### src/design/pdr_pkg.sv
// Shared types, constants and requantization tables for the pixel decimate/requantize block.
`timescale 1ns / 1ps

package pdr_pkg;

  localparam int MAX_DIM        = 4096;
  localparam int STEP_FRAC_BITS = 16;
  localparam int DIM_W          = $clog2(MAX_DIM);
  localparam int POS_W          = DIM_W + STEP_FRAC_BITS + 1;
  localparam int RND_W          = DIM_W + 2;
  localparam int CHAN_W         = 8;
  localparam int STEP_W         = 24;
  localparam int BITS_W         = 4;
  localparam int CFG_IDX_W      = 2;
  localparam int IN_DATA_W      = 3 * CHAN_W;
  localparam int OUT_DATA_W     = 3 * CHAN_W + 2 * DIM_W;

  localparam logic [POS_W-1:0] POS_CAP  = POS_W'(MAX_DIM) << STEP_FRAC_BITS;
  localparam logic [POS_W-1:0] POS_HALF = POS_W'(1) << (STEP_FRAC_BITS - 1);

  // register indexes
  localparam logic [CFG_IDX_W-1:0] REG_REDUCE_ENABLE = 2'd0;
  localparam logic [CFG_IDX_W-1:0] REG_DROP_STEP     = 2'd1;
  localparam logic [CFG_IDX_W-1:0] REG_OUTPUT_BITS   = 2'd2;

  localparam logic [STEP_W-1:0] DROP_STEP_RST   = 24'd131072;
  localparam logic [BITS_W-1:0] OUTPUT_BITS_RST = 4'd8;

  // ceil(2^24 / (2^b - 1)) for b = 1..8; exact floor division of values below 2^16
  localparam int RQ_SH = 24;
  localparam logic [24:0] RQ_MUL [8] = '{
    25'(((33'd1 << RQ_SH) + 33'd0)   / 33'd1),
    25'(((33'd1 << RQ_SH) + 33'd2)   / 33'd3),
    25'(((33'd1 << RQ_SH) + 33'd6)   / 33'd7),
    25'(((33'd1 << RQ_SH) + 33'd14)  / 33'd15),
    25'(((33'd1 << RQ_SH) + 33'd30)  / 33'd31),
    25'(((33'd1 << RQ_SH) + 33'd62)  / 33'd63),
    25'(((33'd1 << RQ_SH) + 33'd126) / 33'd127),
    25'(((33'd1 << RQ_SH) + 33'd254) / 33'd255)
  };

  typedef struct packed {
    logic              reduce_enable;
    logic [STEP_W-1:0] drop_step;
    logic [BITS_W-1:0] output_bits;
  } cfg_t;

  typedef struct packed {
    logic             keep;
    logic [DIM_W-1:0] row;
    logic [DIM_W-1:0] col;
  } pos_t;

endpackage

### src/design/pixel_decimate_requantize_top.sv
// Top level: row/column decimation with bit-depth requantization of a pixel stream.
//
// Input stream s_*: one pixel per transaction, raster order. s_tdata carries the
// three 8-bit channels, s_tlast marks the last pixel of a row, s_tuser the last
// pixel of the frame (which also ends the row and restarts all counters).
// Output stream m_*: one transaction per kept pixel with the requantized channels
// and its output row and column. Dropped pixels produce no transaction.
// Configuration: cfg_we/cfg_index/cfg_data write reduce_enable (0), drop_step (1),
// output_bits (2); write only while the block is idle.
// Throughput: one pixel per clock while m_tready stays high; the drop decision is one
// position add, saturate and rounding compare on the accepting edge.
// Path: a kept pixel passes the decision register, then the requantization
// multiplier into the output register, before it shows on m_tvalid.
// Reset: rst (synchronous) empties the pipeline, restores register defaults and
// sets the position to row 0, column 0.
// Stall: while m_tready is low the output holds; one more kept pixel can wait in
// the decision register, after which s_tready drops.
`timescale 1ns / 1ps

module pixel_decimate_requantize_top (
  input  logic                                 clk,
  input  logic                                 rst,
  input  logic                                 s_tvalid,
  output logic                                 s_tready,
  input  logic [pdr_pkg::IN_DATA_W-1:0]        s_tdata,   // chan_a, chan_b, chan_c
  input  logic                                 s_tlast,   // row_end
  input  logic                                 s_tuser,   // frame_end
  output logic                                 m_tvalid,
  input  logic                                 m_tready,
  output logic [pdr_pkg::OUT_DATA_W-1:0]       m_tdata,   // out_a, out_b, out_c, out_row, out_col
  input  logic                                 cfg_we,
  input  logic [pdr_pkg::CFG_IDX_W-1:0]        cfg_index,
  input  logic [pdr_pkg::STEP_W-1:0]           cfg_data
);

  pdr_pkg::cfg_t cfg;
  pdr_pkg::pos_t pos;

  logic                           accept;
  logic                           s1_valid;
  logic                           s1_advance;
  logic [pdr_pkg::IN_DATA_W-1:0]  s1_chan;
  logic [pdr_pkg::DIM_W-1:0]      s1_row;
  logic [pdr_pkg::DIM_W-1:0]      s1_col;
  logic [pdr_pkg::CHAN_W-1:0]     rq_a, rq_b, rq_c;
  logic [pdr_pkg::OUT_DATA_W-1:0] m_data;

  always_ff @(posedge clk) begin
    if (rst) begin
      cfg.reduce_enable <= 1'b0;
      cfg.drop_step     <= pdr_pkg::DROP_STEP_RST;
      cfg.output_bits   <= pdr_pkg::OUTPUT_BITS_RST;
    end else if (cfg_we) begin
      case (cfg_index)
        pdr_pkg::REG_REDUCE_ENABLE: cfg.reduce_enable <= cfg_data[0];
        pdr_pkg::REG_DROP_STEP:     cfg.drop_step     <= cfg_data;
        pdr_pkg::REG_OUTPUT_BITS:   cfg.output_bits   <= cfg_data[pdr_pkg::BITS_W-1:0];
        default: ;
      endcase
    end
  end

  assign s1_advance = s1_valid && (!m_tvalid || m_tready);
  assign s_tready   = !s1_valid || s1_advance;
  assign accept     = s_tvalid && s_tready;

  pdr_position u_position (
    .clk       (clk),
    .rst       (rst),
    .cfg       (cfg),
    .accept    (accept),
    .row_end   (s_tlast),
    .frame_end (s_tuser),
    .pos       (pos)
  );

  always_ff @(posedge clk) begin
    if (rst) begin
      s1_valid <= 1'b0;
    end else if (accept && pos.keep) begin
      s1_valid <= 1'b1;
    end else if (s1_advance) begin
      s1_valid <= 1'b0;
    end
  end

  always_ff @(posedge clk) begin
    if (accept && pos.keep) begin
      s1_chan <= s_tdata;
      s1_row  <= pos.row;
      s1_col  <= pos.col;
    end
  end

  pdr_requant u_rq_a (
    .value  (s1_chan[0 +: pdr_pkg::CHAN_W]),
    .bits   (cfg.output_bits),
    .result (rq_a)
  );

  pdr_requant u_rq_b (
    .value  (s1_chan[pdr_pkg::CHAN_W +: pdr_pkg::CHAN_W]),
    .bits   (cfg.output_bits),
    .result (rq_b)
  );

  pdr_requant u_rq_c (
    .value  (s1_chan[2*pdr_pkg::CHAN_W +: pdr_pkg::CHAN_W]),
    .bits   (cfg.output_bits),
    .result (rq_c)
  );

  always_ff @(posedge clk) begin
    if (rst) begin
      m_tvalid <= 1'b0;
    end else if (s1_advance) begin
      m_tvalid <= 1'b1;
    end else if (m_tready) begin
      m_tvalid <= 1'b0;
    end
  end

  always_ff @(posedge clk) begin
    if (s1_advance) begin
      m_data <= {s1_col, s1_row, rq_c, rq_b, rq_a};
    end
  end

  assign m_tdata = m_data;

  a_keep_loads: assert property (@(posedge clk) disable iff (rst)
    accept && pos.keep |=> s1_valid)
    else $error("kept pixel not captured");

  a_no_reduce_keeps: assert property (@(posedge clk) disable iff (rst)
    accept && !cfg.reduce_enable |-> pos.keep)
    else $error("pixel dropped with reduction off");

  a_frame_restart: assert property (@(posedge clk) disable iff (rst)
    accept && s_tuser |=> pos.row == '0 && pos.col == '0)
    else $error("output coordinates not cleared after frame end");

  a_advance_fills: assert property (@(posedge clk) disable iff (rst)
    s1_advance |=> m_tvalid)
    else $error("output register lost a pixel");

  a_row_restart: assert property (@(posedge clk) disable iff (rst)
    accept && s_tlast |=> pos.col == '0)
    else $error("output column not cleared after row end");

endmodule

### src/design/pdr_position.sv
// Raster position tracking and row/column drop decision.
`timescale 1ns / 1ps

module pdr_position (
  input  logic          clk,
  input  logic          rst,
  input  pdr_pkg::cfg_t cfg,
  input  logic          accept,
  input  logic          row_end,
  input  logic          frame_end,
  output pdr_pkg::pos_t pos
);

  logic [pdr_pkg::DIM_W-1:0] in_row, in_row_next;
  logic [pdr_pkg::DIM_W-1:0] in_col, in_col_next;
  logic [pdr_pkg::POS_W-1:0] row_drop_pos, row_drop_pos_next;
  logic [pdr_pkg::POS_W-1:0] col_drop_pos, col_drop_pos_next;
  logic [pdr_pkg::DIM_W-1:0] kept_row_count, kept_row_count_next;
  logic [pdr_pkg::DIM_W-1:0] kept_col_count, kept_col_count_next;
  logic                      row_is_dropped, row_is_dropped_next;
  logic                      row_drop, col_drop, keep;

  function automatic logic [pdr_pkg::RND_W-1:0] rnd(input logic [pdr_pkg::POS_W-1:0] p);
    logic [pdr_pkg::POS_W:0] s;
    s = {1'b0, p} + {1'b0, pdr_pkg::POS_HALF};
    return s[pdr_pkg::POS_W:pdr_pkg::STEP_FRAC_BITS];
  endfunction

  function automatic logic [pdr_pkg::POS_W-1:0] adv(input logic [pdr_pkg::POS_W-1:0] p,
                                                    input logic [pdr_pkg::STEP_W-1:0] st);
    logic [pdr_pkg::POS_W:0] n;
    n = {1'b0, p} + (pdr_pkg::POS_W+1)'(st);
    return (n > {1'b0, pdr_pkg::POS_CAP}) ? pdr_pkg::POS_CAP : n[pdr_pkg::POS_W-1:0];
  endfunction

  assign row_drop = cfg.reduce_enable && row_is_dropped;
  assign col_drop = cfg.reduce_enable && !row_drop &&
                    ({2'b00, in_col} == rnd(col_drop_pos));
  assign keep     = !row_drop && !col_drop;

  assign pos.keep = keep;
  assign pos.row  = kept_row_count;
  assign pos.col  = kept_col_count;

  always_comb begin
    col_drop_pos_next   = col_drop ? adv(col_drop_pos, cfg.drop_step) : col_drop_pos;
    kept_col_count_next = keep ? kept_col_count + 1'b1 : kept_col_count;
    in_col_next         = in_col + 1'b1;
    in_row_next         = in_row;
    row_drop_pos_next   = row_drop_pos;
    kept_row_count_next = kept_row_count;
    row_is_dropped_next = row_is_dropped;
    if (frame_end) begin
      in_row_next         = '0;
      in_col_next         = '0;
      row_drop_pos_next   = '0;
      col_drop_pos_next   = '0;
      kept_row_count_next = '0;
      kept_col_count_next = '0;
      row_is_dropped_next = 1'b1;
    end else if (row_end) begin
      if (row_drop) begin
        row_drop_pos_next = adv(row_drop_pos, cfg.drop_step);
      end else begin
        kept_row_count_next = kept_row_count + 1'b1;
      end
      in_row_next         = in_row + 1'b1;
      in_col_next         = '0;
      col_drop_pos_next   = '0;
      kept_col_count_next = '0;
      row_is_dropped_next = ({2'b00, in_row_next} == rnd(row_drop_pos_next));
    end
  end

  always_ff @(posedge clk) begin
    if (rst) begin
      in_row         <= '0;
      in_col         <= '0;
      row_drop_pos   <= '0;
      col_drop_pos   <= '0;
      kept_row_count <= '0;
      kept_col_count <= '0;
      row_is_dropped <= 1'b1;
    end else if (accept) begin
      in_row         <= in_row_next;
      in_col         <= in_col_next;
      row_drop_pos   <= row_drop_pos_next;
      col_drop_pos   <= col_drop_pos_next;
      kept_row_count <= kept_row_count_next;
      kept_col_count <= kept_col_count_next;
      row_is_dropped <= row_is_dropped_next;
    end
  end

endmodule

### src/design/pdr_requant.sv
// Per-channel requantization to 2^bits levels (bits clamped to 1..8) rescaled to the 0..255 range.
`timescale 1ns / 1ps

module pdr_requant (
  input  logic [pdr_pkg::CHAN_W-1:0] value,
  input  logic [pdr_pkg::BITS_W-1:0] bits,
  output logic [pdr_pkg::CHAN_W-1:0] result
);

  logic [2:0]  idx;
  logic [7:0]  q;
  logic [15:0] x;
  logic [40:0] prod;

  always_comb begin
    if (bits == '0) begin
      idx = 3'd0;
    end else if (bits > 4'd8) begin
      idx = 3'd7;
    end else begin
      idx = 3'(bits - 4'd1);
    end
  end

  assign q      = value >> (3'd7 - idx);
  assign x      = {q, 8'h00} - {8'h00, q};
  assign prod   = {25'd0, x} * {16'd0, pdr_pkg::RQ_MUL[idx]};
  assign result = prod[pdr_pkg::RQ_SH +: pdr_pkg::CHAN_W];

endmodule

### config.mk
export PLATFORM = sky130hd
export DESIGN_NAME = pixel_decimate_requantize_top
export DESIGN_NICKNAME = d
export VERILOG_FILES = /design/src/design/pdr_pkg.sv /design/src/design/pixel_decimate_requantize_top.sv /design/src/design/pdr_position.sv /design/src/design/pdr_requant.sv
export SDC_FILE = /design/constraint.sdc
export NUM_CORES = 1
export LEC_CHECK = 0
export ABC_AREA = 1
export BUFFER_PORTS_ARGS = -buffer_cell sky130_fd_sc_hd__buf_2
export CORE_MARGIN = 3
export CORE_UTILIZATION = 38
export CTS_BUF_LIST = sky130_fd_sc_hd__clkbuf_16
export DETAILED_ROUTE_END_ITERATION = 7
export GPL_ROUTABILITY_DRIVEN = 0
export HOLD_SLACK_MARGIN = 0.1
export SLEW_MARGIN = 40
export SYNTH_ARGS = -nofsm -noshare
export SYNTH_HDL_FRONTEND = slang
export SYNTH_SLANG_ARGS = --single-unit
### constraint.sdc
create_clock -name clk -period 17.3 [get_ports clk]
set_input_delay 0.865 -clock clk [delete_from_list [all_inputs] [get_ports clk]]
set_output_delay 0.865 -clock clk [all_outputs]
set_load 0.005 [all_outputs]
==> flow_summary.ini <==
[yosys]
ys_ff_latch = 234
synthCells = 5081
synthArstFlopShare = 0
synth_top_family_by_area = adder cells
netlist_area_um2 = 40300
yosysUniqueCellTypes = 65
synthAdderAreaFrac = 0.459
synth_ff_type = dfxtp_1
synth-simple-area-share = 0.188
synthMuxAreaShare = 0
synth.avg_cell_area_um2 = 7.93
seq_area_frac_synth = 0.140
synth-edff-count = 96
synth-compound-area-share = 0.0551
yosys_warnings = 0
synth_xor_area_frac = 0.0271

[cells_and_area]
stdcell_count = 6555
design_area_um2 = 43300
synthToLayoutAreaGrowth_pct = 7.59
finalNetCount = 6298
fill_cells = 10600
drive_above_1_share = 0.0559
fin_util = 0.415

[placement]
placed_area_um2 = 42400
port_buffers = 106
dp_hpwl_um = 98000
dpl_worst_slack_ns = 7.50
placed_cells = 6497

[die]
rows = 118
core_area_um2 = 104000
initial_core_util = 0.386
fp.dieW_um = 332
ios = 107
die_y_um = 332
dieArea_um2 = 110000

[setup_path]
cp.required_ns = 17.67
cp_max_fo = 22
crit_family = adder cells
start_kind = flip-flop
path_buf_inv = 11
path_class = flip-flop to flip-flop
cp_common_cell = inv_1
crit_path_max_incr_delay_ns = 0.68
end_kind = flip-flop
critPathArrivalTime_ns = 10.31
crit_path_top_delay_cell = inv_1

[sta]
fin_worst_skew_ns = 0.0335
fmax_mhz = 101
setup_tns_ns = 0
slew_violations = 0
fin_crit_ns = 9.94
setup_ws_ns = 7.36
post-route-period-util = 0.574
tightest_slew_ns = 0.933
finalHoldViolations = 0
setup_viol = 0
rsz0062_at_grt = no
relSlewSlack = 0.378

[clock_tree]
post-cts-setup-buffer-count = 0
clock_path_buffers = 3
cts_resized = 0
clk_pin_slew_ns = 0.07
cts_buffers = 30
clockRootBuffer = clkbuf_16
clock-sinks = 234
cts_tree = yes
clk_latency_ns = 0.62
htreeDepth = 1
hold_buffers = 0

[global_route]
grt_max_degree = 55
grt_pass1_vias = 33400
grtUsageTotal = 0.217
grt_pass1_wl_um = 188000
grt_overflow = 0
antenna_found_initial = 8

[power_and_ir_drop]
comb_power_share = 0.730
p_leak_nw = 21.9
p_int_mw = 2.30
switchingPower_mw = 2.38
ir_drop_mv = 0.0831
power_switching_share = 0.509
powerDensity_nw_per_um2 = 108
pwr-share-seq = 0.145
pwr-share-clk = 0.126

[detailed_routing]
wl_per_cell_um = 18.2
vias_per_cell = 5.00
drt-total-wl_um = 119000
drc = 0
drt_first_iter_violations = 2558
num_vias = 32800
ant_nets = 0
dr.pass1.iters = 6

[status]
outcome = completed

[min_path]
holdCritPathClass = flip-flop to flip-flop

[job]
cap_violations = 0
final cells by class:
| class | instances | area, um^2 | area share |
|---|---|---|---|
| Clock buffer | 30 | 751 | 0.0173 |
| Multi-Input combinational cell | 3482 | 29500 | 0.681 |
| Clock inverter | 26 | 179 | 0.00413 |
| Sequential cell | 234 | 5650 | 0.130 |
| Inverter | 1266 | 4760 | 0.110 |
| Timing Repair Buffer | 135 | 752 | 0.0173 |
| Tap cell | 1380 | 1730 | 0.0398 |
| Antenna cell | 2 | 5.00 | 0.000115 |
state kept, by name, summed over array words and instances (netlist names):
signal                     count
m_tvalid                       1
u_position.in_row             12
u_position.in_col             12
u_position.col_drop_pos       29
s1_valid                       1
u_position.row_is_dropped      1
cfg                           29
u_position.kept_row_count     12
s1_chan                       24
u_position.row_drop_pos       29
m_tdata                       48
s1_col                        12
u_position.kept_col_count     12
s1_row                        12
metrics by stage:
| stage | power (mW) | hold WS [ns] |
|---|---|---|
| after floorplan | 3.18 | 0.400 |
| after global placement | 4.05 | 0.403 |
| after detailed placement | 4.12 | 0.405 |
| after CTS | 4.75 | 0.399 |
| after global routing | 5.30 | 0.407 |
| final | 4.69 | 0.417 |
path summary, 6_finish.rpt:
path	from	to	slack, ns	depth (start not counted)
setup / recovery	cfg[0]	m_tdata[15]	7.36	36
hold / removal	s1_col[11]	m_tdata[47]	0.42	0
setup reg to reg	cfg[0]	m_tdata[15]	7.36	36
hold reg to reg	s1_col[11]	m_tdata[47]	0.42	0
routing by layer:
layer	GRT usage	wire length (um)
met2	0.356	54800
met1	0.295	50000
met3	0.0340	10100
met4	0.0640	4130
met5	0	0
power by group through the flow:
stage	Clock, mW	Sequential, mW	Combinational (mW)
final	0.589	0.678	3.42
after CTS	0.611	0.679	3.45
after detailed placement	0	0.691	3.43
after floorplan	0	0.683	2.50
after global routing	0.629	0.681	3.99
after global placement	0	0.691	3.35
logic make-up after synthesis:
| logic type | Yosys count |
|---|---|
| adders and majority gates | 1092 |
| and+or+nand+nor | 1859 |
| xor gates and xnor gates | 123 |
| AOI/OAI and AO/OA | 390 |
| buffers and inverters | 1381 |
| DFF | 234 |
| other | 2 |
cells in the mapped netlist, types with 38 or more instances:
cell      count  area share
inv_1      1230        0.11
nand2_1     868       0.081
dfxtp_1     138       0.069
edfxtp_1     96       0.072
nor2_1      688       0.064
ha_1        448        0.14
nand4_1      38      0.0059
xnor2_1      43      0.0093
o21ai_0      94       0.012
xor2_1       78       0.017
a21oi_1     188       0.023
nand3_1     147       0.018
fa_1        644        0.32
clkbuf_1     94      0.0088
worst reg2reg max path, delay by kind of cell, from the launching register on:
family,cells,cell delay [ns]
flops,1,0.32
simple gates,7,1.20
buf+inv,11,2.41
fa+ha+maj,9,3.63
compound gates,9,2.15
layout by cell type, fill, tap and decap left out, types with 12 or more instances in the layout:
| cell type | synthesis | layout |
|---|---|---|
| inv_1 | 1230 | 1230 |
| nand2_1 | 868 | 866 |
| nor2_1 | 688 | 683 |
| fa_1 | 644 | 644 |
| ha_1 | 448 | 448 |
| a21oi_1 | 188 | 186 |
| nand3_1 | 147 | 147 |
| dfxtp_1 | 138 | 138 |
| buf_2 | 7 | 106 |
| edfxtp_1 | 96 | 96 |
| o21ai_0 | 94 | 93 |
| xor2_1 | 78 | 78 |
| xnor2_1 | 43 | 43 |
| nand4_1 | 38 | 38 |
| clkbuf_16 | 0 | 30 |
| buf_4 | 2 | 28 |
| nor3_1 | 28 | 27 |
| inv_2 | 22 | 26 |
| nand2_2 | 20 | 22 |
| o21ai_1 | 20 | 19 |
| clkinv_1 | 13 | 18 |
| conb_1 | 2 | 18 |
| nor2_2 | 12 | 17 |
| nor4_1 | 12 | 12 |
| a21o_1 | 12 | 12 |
| nand3b_1 | 12 | 12 |
(Power assumes the default switching activity.)
